File: config.mk
export PLATFORM = sky130hd
export DESIGN_NAME = multitone_byte_modulator
export DESIGN_NICKNAME = d
export VERILOG_FILES = /design/src/sv/mtbm_pkg.sv /design/src/sv/multitone_byte_modulator.sv /design/src/sv/mtbm_tone_gen.sv /design/src/sv/mtbm_mixer.sv /design/src/sv/mtbm_scaler.sv
export VERILOG_INCLUDE_DIRS = /design/src /design/src/sv
export SDC_FILE = /design/constraint.sdc
export NUM_CORES = 2
export LEC_CHECK = 0
export BUFFER_PORTS_ARGS = -buffer_cell sky130_fd_sc_hd__buf_2
export CAP_MARGIN = 40
export CORE_MARGIN = 8
export CORE_UTILIZATION = 29
export CTS_CLUSTER_DIAMETER = 200
export DETAILED_ROUTE_END_ITERATION = 16
export REMOVE_ABC_BUFFERS = 1
export SETUP_SLACK_MARGIN = 0.3
export SYNTH_ARGS = -nofsm -noshare
export SYNTH_HDL_FRONTEND = slang
export SYNTH_SLANG_ARGS = --single-unit
File: constraint.sdc
create_clock -name clk -period 11.27 [get_ports clk]
set_input_delay 0.5635 -clock clk [delete_from_list [all_inputs] [get_ports clk]]
set_output_delay 0.5635 -clock clk [all_outputs]
set_load 0.01 [all_outputs]
File: src/sv/multitone_byte_modulator_macros.svh
// assertion macros shared by the multitone byte modulator modules
`ifndef MULTITONE_BYTE_MODULATOR_MACROS_SVH
`define MULTITONE_BYTE_MODULATOR_MACROS_SVH
`ifndef NO_ASSERTIONS
// plain property, checked on every clock edge out of reset
`define MTBM_ASSERT(label, prop) \
    label: assert property (@(posedge clk) disable iff (!rst_n) (prop)) \
        else $error("assertion failed");
// same-cycle implication, checked out of reset
`define MTBM_ASSERT_IMP(label, pre, post) \
    label: assert property (@(posedge clk) disable iff (!rst_n) (pre) |-> (post)) \
        else $error("assertion failed");
`else
`define MTBM_ASSERT(label, prop)
`define MTBM_ASSERT_IMP(label, pre, post)
`endif
`endif

File: src/sv/mtbm_pkg.sv
`timescale 1ns / 1ps
// constants, types and sine tables shared by the multitone byte modulator
package mtbm_pkg;

    // symbol and index geometry
    localparam int unsigned SYMBOL_SAMPLES = 400;
    localparam int unsigned IDX_W = 9;
    localparam int unsigned SYM_W = 13;
    localparam logic [SYM_W-1:0] SYM_CONST = SYM_W'(SYMBOL_SAMPLES);
    localparam int unsigned REDUCE_STEPS = ((1 << IDX_W) - 1) / SYMBOL_SAMPLES;

    // tone set: eight data tones, then the clock tone, then the pilot tone
    localparam int unsigned NUM_BITS = 8;
    localparam int unsigned NUM_TONES = 10;
    localparam int unsigned HALF_TONES = NUM_TONES / 2;
    localparam int unsigned TONE_CLK = 8;
    localparam int unsigned TONE_PILOT = 9;
    localparam int unsigned MAX_PERIOD = 64;
    localparam int unsigned PHASE_W = 6;
    localparam int unsigned TONE_PERIOD [NUM_TONES] =
        '{38, 31, 24, 20, 16, 13, 10, 8, 64, 6};
    localparam int unsigned TONE_WEIGHT [NUM_TONES] =
        '{152, 31, 24, 20, 16, 13, 10, 8, 64, 6};

    // ceiling reciprocals for j mod period, exact for j below 512
    localparam int unsigned RECIP_SHIFT = 16;
    localparam int unsigned RECIP_ONE = 1 << RECIP_SHIFT;
    localparam int unsigned RQ_W = IDX_W + RECIP_SHIFT + 1;
    localparam int unsigned TONE_RECIP [NUM_TONES] = '{
        (RECIP_ONE + 38 - 1) / 38, (RECIP_ONE + 31 - 1) / 31,
        (RECIP_ONE + 24 - 1) / 24, (RECIP_ONE + 20 - 1) / 20,
        (RECIP_ONE + 16 - 1) / 16, (RECIP_ONE + 13 - 1) / 13,
        (RECIP_ONE + 10 - 1) / 10, (RECIP_ONE + 8 - 1) / 8,
        (RECIP_ONE + 64 - 1) / 64, (RECIP_ONE + 6 - 1) / 6};

    // output scaling: data gain 32766, clock gain 3270 * 344, common divisor 344 * 2^15
    localparam int unsigned OUT_FULL = 32766;
    localparam int unsigned CLOCK_AMPL = 3270;
    localparam int unsigned WEIGHT_SUM = 344;
    localparam int unsigned DATA_GAIN = OUT_FULL;
    localparam int unsigned CLOCK_GAIN = CLOCK_AMPL * WEIGHT_SUM;
    localparam int unsigned GAIN_W = 21;
    localparam int unsigned ACC_W = 25;
    localparam int unsigned PROD_W = ACC_W + GAIN_W + 1;
    localparam int unsigned MAG_W = 39;
    localparam int unsigned SCALE_TWOS = 3;
    localparam int unsigned SCALE_ODD = WEIGHT_SUM >> SCALE_TWOS;
    localparam int unsigned SCALE_POW = 15 + SCALE_TWOS;
    localparam int unsigned N_W = MAG_W - SCALE_POW;
    localparam int unsigned DIV_SHIFT = N_W + 6;
    localparam int unsigned DIV_RECIP = (1 << DIV_SHIFT) / SCALE_ODD;
    localparam int unsigned RECIP_W = 22;
    localparam int unsigned Q_W = N_W + RECIP_W - DIV_SHIFT;

    // sine table generation in Q30 / Q15
    localparam longint unsigned HALFPI_Q30 = 64'd1686629713;
    localparam longint unsigned ONE_Q30 = 64'd1 << 30;

    // configuration register map
    localparam int unsigned CFG_IDX_W = 1;
    localparam int unsigned CFG_W = IDX_W;
    typedef enum logic [CFG_IDX_W-1:0] {
        REG_GATE_START = 1'b0,
        REG_GATE_END   = 1'b1
    } cfg_reg_t;
    localparam logic [IDX_W-1:0] GATE_START_RST = 9'd169;
    localparam logic [IDX_W-1:0] GATE_END_RST = 9'd367;

    typedef logic signed [15:0] sample_t;
    typedef logic [PHASE_W-1:0] phase_t;
    typedef sample_t sine_row_t [MAX_PERIOD];

    // gate window handed to the tone generator
    typedef struct packed {
        logic [IDX_W-1:0] start;
        logic [IDX_W-1:0] stop;
    } gate_cfg_t;

    // per-sample tone values after lookup
    typedef struct packed {
        logic                            func;
        logic [NUM_BITS-1:0]             data;
        sample_t [NUM_TONES-1:0]         tone;
    } tone_word_t;

    // multiplier operand after mixing
    typedef struct packed {
        logic                    func;
        logic signed [ACC_W-1:0] operand;
    } mix_word_t;

    // division by one of the tone periods, elaboration only
    function automatic longint unsigned div_period(longint unsigned a, int unsigned p);
        longint unsigned res;
        case (p)
            38:      res = a / 38;
            31:      res = a / 31;
            24:      res = a / 24;
            20:      res = a / 20;
            16:      res = a / 16;
            13:      res = a / 13;
            10:      res = a / 10;
            8:       res = a / 8;
            64:      res = a / 64;
            6:       res = a / 6;
            default: res = '0;
        endcase
        return res;
    endfunction

    // Q15 sine of 2*pi*k/p by quadrant fold and a Q30 Horner series
    function automatic sample_t sine_q15(int unsigned k, int unsigned p);
        longint unsigned n;
        longint unsigned quad;
        longint unsigned rem;
        longint unsigned f;
        longint unsigned x;
        longint unsigned x2;
        longint unsigned t;
        longint unsigned s;
        longint unsigned q;
        sample_t res;
        n = 4 * longint'(k);
        quad = div_period(n, p);
        rem = n - quad * p;
        if (quad[0])
            rem = p - rem;
        f = div_period(rem << 30, p);
        x = (f * HALFPI_Q30) >> 30;
        x2 = (x * x) >> 30;
        t = ONE_Q30 - x2 / 110;
        t = ONE_Q30 - ((x2 * t) >> 30) / 72;
        t = ONE_Q30 - ((x2 * t) >> 30) / 42;
        t = ONE_Q30 - ((x2 * t) >> 30) / 20;
        t = ONE_Q30 - ((x2 * t) >> 30) / 6;
        s = (x * t) >> 30;
        q = (s + 64'd16384) >> 15;
        if (q > 64'd32767)
            q = 64'd32767;
        res = sample_t'(q[15:0]);
        if (quad >= 2)
            res = -res;
        return res;
    endfunction

    // one table row per tone, entries past the period unused
    function automatic sine_row_t make_row(int unsigned tone);
        sine_row_t row;
        for (int unsigned k = 0; k < MAX_PERIOD; k++)
        begin
            row[k] = (k < TONE_PERIOD[tone]) ? sine_q15(k, TONE_PERIOD[tone]) : '0;
        end
        return row;
    endfunction

    localparam sine_row_t SINE_ROW [NUM_TONES] = '{
        make_row(0), make_row(1), make_row(2), make_row(3), make_row(4),
        make_row(5), make_row(6), make_row(7), make_row(8), make_row(9)};

endpackage

File: src/sv/multitone_byte_modulator.sv
`timescale 1ns / 1ps
// Multitone byte modulator top level: gate registers and the nine-stage sample pipeline.
// An accepted word passes through the tone generator, mixer and scaler stage registers in order to out_valid.
// Throughput: one word per cycle while out_stall is low; the nine pipeline registers each hold one word.
// A stalled output holds its word; empty stages behind it still fill.
// Reset (rst_n low, asynchronous) empties the pipeline and sets the gate to 169..367.
module multitone_byte_modulator
    import mtbm_pkg::*;
(
    input  logic                 clk,
    input  logic                 rst_n,
    input  logic                 cfg_we,
    input  logic [CFG_IDX_W-1:0] cfg_index,
    input  logic [CFG_W-1:0]     cfg_data,
    input  logic                 in_valid,
    output logic                 in_stall,
    input  logic                 func,
    input  logic [NUM_BITS-1:0]  data_byte,
    input  logic [IDX_W-1:0]     sample_index,
    output logic                 out_valid,
    input  logic                 out_stall,
    output sample_t              audio_sample
);

    logic [IDX_W-1:0] gate_start_reg;
    logic [IDX_W-1:0] gate_end_reg;
    gate_cfg_t        gate;

    logic       tone_valid;
    logic       tone_stall;
    tone_word_t tone_word;
    logic       mix_valid;
    logic       mix_stall;
    mix_word_t  mix_word;

    // gate window registers
    always_ff @(posedge clk or negedge rst_n)
    begin
        if (!rst_n)
        begin
            gate_start_reg <= GATE_START_RST;
            gate_end_reg   <= GATE_END_RST;
        end
        else if (cfg_we)
        begin
            case (cfg_index)
                REG_GATE_START: gate_start_reg <= cfg_data;
                REG_GATE_END:   gate_end_reg   <= cfg_data;
                default:        ;
            endcase
        end
    end

    assign gate.start = gate_start_reg;
    assign gate.stop  = gate_end_reg;

    // phase and sine lookup
    mtbm_tone_gen u_tone_gen (
        .clk          (clk),
        .rst_n        (rst_n),
        .in_valid     (in_valid),
        .in_stall     (in_stall),
        .func         (func),
        .data_byte    (data_byte),
        .sample_index (sample_index),
        .gate         (gate),
        .tone_valid   (tone_valid),
        .tone_stall   (tone_stall),
        .tone_word    (tone_word)
    );

    // weighted mix
    mtbm_mixer u_mixer (
        .clk        (clk),
        .rst_n      (rst_n),
        .tone_valid (tone_valid),
        .tone_stall (tone_stall),
        .tone_word  (tone_word),
        .mix_valid  (mix_valid),
        .mix_stall  (mix_stall),
        .mix_word   (mix_word)
    );

    // output scaling
    mtbm_scaler u_scaler (
        .clk          (clk),
        .rst_n        (rst_n),
        .mix_valid    (mix_valid),
        .mix_stall    (mix_stall),
        .mix_word     (mix_word),
        .out_valid    (out_valid),
        .out_stall    (out_stall),
        .audio_sample (audio_sample)
    );

endmodule

File: src/sv/mtbm_tone_gen.sv
`timescale 1ns / 1ps
// index reduction, per-tone phase and sine lookup: three pipeline stages
`include "multitone_byte_modulator_macros.svh"
module mtbm_tone_gen
    import mtbm_pkg::*;
(
    input  logic                clk,
    input  logic                rst_n,
    input  logic                in_valid,
    output logic                in_stall,
    input  logic                func,
    input  logic [NUM_BITS-1:0] data_byte,
    input  logic [IDX_W-1:0]    sample_index,
    input  gate_cfg_t           gate,
    output logic                tone_valid,
    input  logic                tone_stall,
    output tone_word_t          tone_word
);

    logic [2:0] v_reg;
    logic [2:0] hold;

    logic [IDX_W-1:0]     j_reg, j_next;
    logic                 func_a_reg;
    logic [NUM_BITS-1:0]  data_a_reg;

    phase_t [NUM_TONES-1:0] k_reg, k_next;
    logic                   gated_reg, gated_next;
    logic                   func_b_reg;
    logic [NUM_BITS-1:0]    data_b_reg;

    tone_word_t word_reg, word_next;

    logic [RQ_W-1:0]  quo;
    logic [IDX_W-1:0] rem;

    // a stage holds only when it has a word and the next one holds
    always_comb
    begin
        hold[2] = v_reg[2] & tone_stall;
        hold[1] = v_reg[1] & hold[2];
        hold[0] = v_reg[0] & hold[1];
    end

    assign in_stall = hold[0];

    always_ff @(posedge clk or negedge rst_n)
    begin
        if (!rst_n)
        begin
            v_reg <= '0;
        end
        else
        begin
            if (!hold[0])
                v_reg[0] <= in_valid;
            if (!hold[1])
                v_reg[1] <= v_reg[0];
            if (!hold[2])
                v_reg[2] <= v_reg[1];
        end
    end

    // stage a: fold the sample index into the symbol
    always_comb
    begin
        j_next = sample_index;
        for (int s = 0; s < REDUCE_STEPS; s++)
        begin
            if (SYM_W'(j_next) >= SYM_CONST)
                j_next = j_next - SYM_CONST[IDX_W-1:0];
        end
    end

    always_ff @(posedge clk)
    begin
        if (!hold[0])
        begin
            j_reg      <= j_next;
            func_a_reg <= func;
            data_a_reg <= data_byte;
        end
    end

    // stage b: phase of every tone by reciprocal multiply, and the gate window
    always_comb
    begin
        quo = '0;
        rem = '0;
        for (int t = 0; t < NUM_TONES; t++)
        begin
            quo = (RQ_W'(j_reg) * RQ_W'(TONE_RECIP[t])) >> RECIP_SHIFT;
            rem = j_reg - IDX_W'(quo) * IDX_W'(TONE_PERIOD[t]);
            k_next[t] = PHASE_W'(rem);
        end
        gated_next = (j_reg >= gate.start) && (j_reg <= gate.stop);
    end

    always_ff @(posedge clk)
    begin
        if (!hold[1])
        begin
            k_reg      <= k_next;
            gated_reg  <= gated_next;
            func_b_reg <= func_a_reg;
            data_b_reg <= data_a_reg;
        end
    end

    // stage c: sine lookup, clock tone silenced inside the gate
    always_comb
    begin
        word_next.func = func_b_reg;
        word_next.data = data_b_reg;
        for (int t = 0; t < NUM_TONES; t++)
        begin
            word_next.tone[t] = SINE_ROW[t][k_reg[t]];
        end
        if (gated_reg)
            word_next.tone[TONE_CLK] = '0;
    end

    always_ff @(posedge clk)
    begin
        if (!hold[2])
            word_reg <= word_next;
    end

    assign tone_valid = v_reg[2];
    assign tone_word  = word_reg;

    // folded index stays inside the symbol
    `MTBM_ASSERT_IMP(a_index_folded, v_reg[0], SYM_W'(j_reg) < SYM_CONST)
    // pilot phase stays below its period
    `MTBM_ASSERT_IMP(a_pilot_phase, v_reg[1], k_reg[TONE_PILOT] < PHASE_W'(TONE_PERIOD[TONE_PILOT]))

endmodule

File: src/sv/mtbm_mixer.sv
`timescale 1ns / 1ps
// weighted tone sum and selection of the scaling operand: two pipeline stages
module mtbm_mixer
    import mtbm_pkg::*;
(
    input  logic       clk,
    input  logic       rst_n,
    input  logic       tone_valid,
    output logic       tone_stall,
    input  tone_word_t tone_word,
    output logic       mix_valid,
    input  logic       mix_stall,
    output mix_word_t  mix_word
);

    logic [1:0] v_reg;
    logic [1:0] hold;

    logic                    func_a_reg;
    sample_t                 clk_a_reg;
    logic signed [ACC_W-1:0] g0_reg, g0_next;
    logic signed [ACC_W-1:0] g1_reg, g1_next;

    mix_word_t word_reg, word_next;

    logic [NUM_TONES-1:0]    tone_on;
    logic signed [ACC_W-1:0] s_ext;
    logic signed [ACC_W-1:0] w;
    logic signed [ACC_W-1:0] term [NUM_TONES];

    // stall chain with bubble collapse
    always_comb
    begin
        hold[1] = v_reg[1] & mix_stall;
        hold[0] = v_reg[0] & hold[1];
    end

    assign tone_stall = hold[0];

    always_ff @(posedge clk or negedge rst_n)
    begin
        if (!rst_n)
        begin
            v_reg <= '0;
        end
        else
        begin
            if (!hold[0])
                v_reg[0] <= tone_valid;
            if (!hold[1])
                v_reg[1] <= v_reg[0];
        end
    end

    // stage a: constant-weight products, summed in two halves
    always_comb
    begin
        tone_on = {{(NUM_TONES - NUM_BITS){1'b1}}, tone_word.data};
        s_ext = '0;
        w = '0;
        for (int t = 0; t < NUM_TONES; t++)
        begin
            s_ext = ACC_W'(sample_t'(tone_word.tone[t]));
            w = ACC_W'(TONE_WEIGHT[t]);
            term[t] = tone_on[t] ? s_ext * w : '0;
        end
        g0_next = '0;
        g1_next = '0;
        for (int t = 0; t < HALF_TONES; t++)
        begin
            g0_next = g0_next + term[t];
            g1_next = g1_next + term[t + HALF_TONES];
        end
    end

    always_ff @(posedge clk)
    begin
        if (!hold[0])
        begin
            func_a_reg <= tone_word.func;
            clk_a_reg  <= sample_t'(tone_word.tone[TONE_CLK]);
            g0_reg     <= g0_next;
            g1_reg     <= g1_next;
        end
    end

    // stage b: full sum in data mode, bare clock tone in clock mode
    always_comb
    begin
        word_next.func = func_a_reg;
        if (func_a_reg)
            word_next.operand = ACC_W'(clk_a_reg);
        else
            word_next.operand = g0_reg + g1_reg;
    end

    always_ff @(posedge clk)
    begin
        if (!hold[1])
            word_reg <= word_next;
    end

    assign mix_valid = v_reg[1];
    assign mix_word  = word_reg;

endmodule

File: src/sv/mtbm_scaler.sv
`timescale 1ns / 1ps
// gain multiply and truncating division by 344 * 2^15: four pipeline stages
`include "multitone_byte_modulator_macros.svh"
module mtbm_scaler
    import mtbm_pkg::*;
(
    input  logic      clk,
    input  logic      rst_n,
    input  logic      mix_valid,
    output logic      mix_stall,
    input  mix_word_t mix_word,
    output logic      out_valid,
    input  logic      out_stall,
    output sample_t   audio_sample
);

    logic [3:0] v_reg;
    logic [3:0] hold;
    logic [3:0] func_reg;

    logic signed [GAIN_W:0]   gain;
    logic signed [PROD_W-1:0] prod_reg, prod_next;

    logic [PROD_W-1:0] mag;
    logic              neg_b_reg, neg_next;
    logic [N_W-1:0]    n_b_reg, n_next;

    logic [N_W+RECIP_W-1:0] qp;
    logic [Q_W-1:0]         q0_reg, q0_next;
    logic                   neg_c_reg;
    logic [N_W-1:0]         n_c_reg;

    logic [N_W-1:0] back;
    logic [N_W-1:0] rem;
    logic [N_W-1:0] rem_fix;
    logic           fix;
    logic [Q_W-1:0] quo;
    sample_t        sample_reg, sample_next;

    // stall chain with bubble collapse
    always_comb
    begin
        hold[3] = v_reg[3] & out_stall;
        hold[2] = v_reg[2] & hold[3];
        hold[1] = v_reg[1] & hold[2];
        hold[0] = v_reg[0] & hold[1];
    end

    assign mix_stall = hold[0];

    always_ff @(posedge clk or negedge rst_n)
    begin
        if (!rst_n)
        begin
            v_reg <= '0;
        end
        else
        begin
            if (!hold[0])
                v_reg[0] <= mix_valid;
            if (!hold[1])
                v_reg[1] <= v_reg[0];
            if (!hold[2])
                v_reg[2] <= v_reg[1];
            if (!hold[3])
                v_reg[3] <= v_reg[2];
        end
    end

    // mode flag travels alongside
    always_ff @(posedge clk)
    begin
        if (!hold[0])
            func_reg[0] <= mix_word.func;
        if (!hold[1])
            func_reg[1] <= func_reg[0];
        if (!hold[2])
            func_reg[2] <= func_reg[1];
        if (!hold[3])
            func_reg[3] <= func_reg[2];
    end

    // stage a: gain multiply, both modes share the divisor
    always_comb
    begin
        if (mix_word.func)
            gain = (GAIN_W + 1)'(CLOCK_GAIN);
        else
            gain = (GAIN_W + 1)'(DATA_GAIN);
        prod_next = mix_word.operand * gain;
    end

    always_ff @(posedge clk)
    begin
        if (!hold[0])
            prod_reg <= prod_next;
    end

    // stage b: magnitude, power-of-two part of the divisor dropped
    always_comb
    begin
        neg_next = prod_reg[PROD_W-1];
        mag = neg_next ? PROD_W'(-prod_reg) : PROD_W'(prod_reg);
        n_next = mag[MAG_W-1:SCALE_POW];
    end

    always_ff @(posedge clk)
    begin
        if (!hold[1])
        begin
            neg_b_reg <= neg_next;
            n_b_reg   <= n_next;
        end
    end

    // stage c: quotient estimate by 43 via reciprocal, low by at most one
    always_comb
    begin
        qp = (N_W + RECIP_W)'(n_b_reg) * (N_W + RECIP_W)'(DIV_RECIP);
        q0_next = qp[DIV_SHIFT +: Q_W];
    end

    always_ff @(posedge clk)
    begin
        if (!hold[2])
        begin
            q0_reg    <= q0_next;
            neg_c_reg <= neg_b_reg;
            n_c_reg   <= n_b_reg;
        end
    end

    // stage d: one correction step and the sign
    always_comb
    begin
        back = N_W'(q0_reg) * N_W'(SCALE_ODD);
        rem = n_c_reg - back;
        fix = (rem >= N_W'(SCALE_ODD));
        rem_fix = fix ? rem - N_W'(SCALE_ODD) : rem;
        quo = q0_reg + Q_W'(fix);
        sample_next = neg_c_reg ? -sample_t'(quo) : sample_t'(quo);
    end

    always_ff @(posedge clk)
    begin
        if (!hold[3])
            sample_reg <= sample_next;
    end

    assign out_valid    = v_reg[3];
    assign audio_sample = sample_reg;

    // corrected remainder lies below the odd divisor
    `MTBM_ASSERT_IMP(a_rem_range, v_reg[2], rem_fix < N_W'(SCALE_ODD))
    // clock-mode words never exceed the clock amplitude
    `MTBM_ASSERT_IMP(a_clock_bound, v_reg[3] && func_reg[3], (sample_reg <= 16'sd3270) && (sample_reg >= -16'sd3270))

endmodule
==> metrics.csv <==
stage,metric,value,unit
grt,met2 GRT Util,22.0,%
synth,prevailing post-synth register cell,edfxtp_1,
synth,asr flop ratio synth,6.37,%
setup_path,crit start category,flip-flop,
status,run status,completed,
synth,"Seq/Total Area, Yosys",19.5,%
cells_and_area,max reg flops,121,
drt,Detailed Routing Iterations Pass 1,6,
floorplanning,Die W,488,um
cts,CTS tree,built,
drt,vias per cell,4.63,
drt,Post-Route WL,151,mm
cts,Num Clock Sinks,424,
setup_path,CP Capture Type,flip-flop,
drt,DR vias,43793,
cells_and_area,Area Overhead vs Synth,8.99,%
grt,GR Util met1,16.6,%
job,maxcap violations,0,
sta,RSZ-0062 raised after global routing,false,
cells_and_area,Final nets,8393,
drt,ANT nets after route,0,
cts,"Setup Fix Bufs, Post-CTS",0,
floorplanning,# IOs,51,
sta,worst-margin pin slew,876,ps
setup_path,largest fanout on the critical path,29,
place,Final Wtd Congestion,0.894,
grt,initial antenna violation count,3,
cts,clk slew on worst S/H paths,70,ps
floorplanning,full die area,0.238,mm^2
place,post-DP HPWL,126,mm
floorplanning,die height,488,um
grt,met3 GRT Util,1.37,%
grt,largest net degree at the start of global routing,79,
synth,Post-synth EDFFs,397,
cts,clk root buf,clkbuf_16,
synth,Ys Warns,0,
cells_and_area,n_diodes,0,
drt,post-DR wirelength/cell,15.9,um
sta,max-slew violations,0,
cts,cts repair resizes,0,
sta,FMAX,0.123,GHz
floorplanning,# rows,173,
setup_path,Crit Path Class,flip-flop to flip-flop,
cts,clk_lat worst skew,690,ps
sta,max_slew headroom,40.1,%
grt,number of global-route vias before repair,46253,
synth,Synth cell types,84,
synth,Mapped Cells,6411,
sta,Hold Fails Final Rpt,0,
cells_and_area,ratio of cells with drive above 1 in the final layout,3.92,%
sta,Setup Skew,75.0,ps
place,port bufs,50,
cells_and_area,Fill cells,22621,
synth,#FFs+latches synth,424,
worst_hold_path,Hold WC Path Type,primary input to flip-flop,
sta,Tmin final,8120,ps
grt,Most Crowded Layer GR,met2,
grt,gr usage total,12.5,%
drt,drt drc,0,
floorplanning,initial core utilization,29.1,%
synth,"Cell Area, Synth",0.0646,mm^2
drt,drt initial violations,2618,
cts,Longest Clk Path Bufs,3,
setup_path,critical path arrival,8540,ps
sta,TNS Setup,0,ps
grt,global route total overflow,0,
floorplanning,core area,0.222,mm^2
cts,H-tree levels,2,
setup_path,data required time of the worst path,11690,ps
cts,Num CTS Buffers,52,
sta,fin crit share,72.0,%
synth,syn_area_per_cell,10.1,um^2
grt,first-pass GRT wire length,245,mm
sta,Final Setup Violations,0,
==> layer usage <==
layer  routed length, um  vias up
met5                  13        -
met4                3890        2
met3                6280      192
met2               73000      865
met1               67500    21630
li1                    -    21104
==> layout make-up <==
| cell class | count | area (um^2) | area share [%] |
|---|---|---|---|
| Tap cell | 2975 | 3720 | 5.29 |
| Timing Repair Buffer | 95 | 733 | 1.04 |
| Sequential cell | 424 | 12600 | 17.9 |
| Clock buffer | 59 | 1330 | 1.89 |
| Clock inverter | 39 | 474 | 0.673 |
| Inverter | 1393 | 5230 | 7.43 |
| Multi-Input combinational cell | 4468 | 46300 | 65.8 |
==> cells in the final DEF (no fill, tap or decap), types with 49 or more instances in the layout <==
cell,count
inv_1,1386
ha_1,1024
fa_1,902
edfxtp_1,397
nor2_1,307
a21oi_1,307
nand2_1,296
xnor2_1,257
o21ai_0,257
and2_1,86
xor2_1,85
a21o_1,83
nand2b_1,81
nor3_1,77
nand3_1,66
nor2b_1,62
clkbuf_16,52
buf_2,50
a211oi_1,49
==> critical path, cell delays in order, from the launching register on <==
cell and delay [ps]:
edfxtp_1 670, inv_1 390, nor2_4 150, buf_4 500
inv_1 280, fa_1 560, inv_1 50, fa_1 460
fa_1 510, inv_1 50, fa_1 460, fa_1 540
inv_1 50, fa_1 560, fa_1 420, ha_1 390
a21o_1 190, a21o_1 180, a21oi_1 230, nand2_1 80
o21ai_0 410, o21ai_0 260, a221oi_1 360, xnor2_1 100
==> stage by stage <==
step	cell area (um^2)	hold slack (ps)	std cells	utilization (%)	setup slack (ps)
2_1_floorplan	64100	268	6285	-	1820
3_3_place_gp	68400	405	9340	30.8	3200
3_5_place_dp	68500	405	9348	30.9	3020
4_1_cts	70400	2.04	9453	31.7	2980
5_1_grt	70400	22.0	9453	31.7	2540
6_report	70400	65.4	9453	31.7	3150
==> synthesized netlist by cell type, types with 62 or more instances <==
library cell	n	area [um^2]
xor2_1	85	744
clkbuf_1	113	424
inv_1	1387	5210
nor3_1	77	385
nand2b_1	81	507
nand3_1	67	335
nor2b_1	62	388
and2_1	86	538
fa_1	902	18100
edfxtp_1	397	11900
nor2_1	308	1160
a21oi_1	307	1540
o21ai_0	257	1290
xnor2_1	257	2250
ha_1	1024	12800
nand2_1	297	1110
a21o_1	83	623
==> worst paths after layout <==
| kind | slack [ps] | from | cells after the start | endpoint |
|---|---|---|---|---|
| setup / recovery | 3150 | u_mixer.mix_word[24]$_DFFE_PN_ | 23 | u_scaler.prod_reg[46]$_DFFE_PN_ |
| hold / removal | 70 | data_byte[6] | 1 | u_tone_gen.data_a_reg[6]$_DFFE_PN_ |
| setup reg to reg | 3150 | u_mixer.mix_word[24]$_DFFE_PN_ | 23 | u_scaler.prod_reg[46]$_DFFE_PN_ |
| hold reg to reg | 420 | u_tone_gen.data_a_reg[2]$_DFFE_PN_ | 0 | u_tone_gen.data_b_reg[2]$_DFFE_PN_ |
| max in group asynchronous | 10370 | rst_n | 3 | u_scaler.v_reg[3]$_DFFE_PN0N_ |
| min in group asynchronous | 390 | rst_n | 2 | gate_start_reg[1]$_DFFE_PN0P_ |
==> logic make-up after synthesis <==
logic type | count (synthesis) | synth area share (%)
DFF | 424 | 19.5
adders and majority gates | 1926 | 47.8
and+or+nand+nor | 1140 | 8.62
muxes | 41 | 0.759
xor gates and xnor gates | 344 | 4.71
AOI/OAI and AO/OA | 1017 | 9.79
buffers and inverters | 1519 | 8.83
==> repair_timing <==
item,in CTS,in global routing
endpoints found under the hold margin,13,0
endpoints found under the setup margin,0,0
hold buffers,7,0
Power is left out: the tool's default activity adds up to more than one toggle a clock period on the data nets, which glitch-free logic cannot reach.
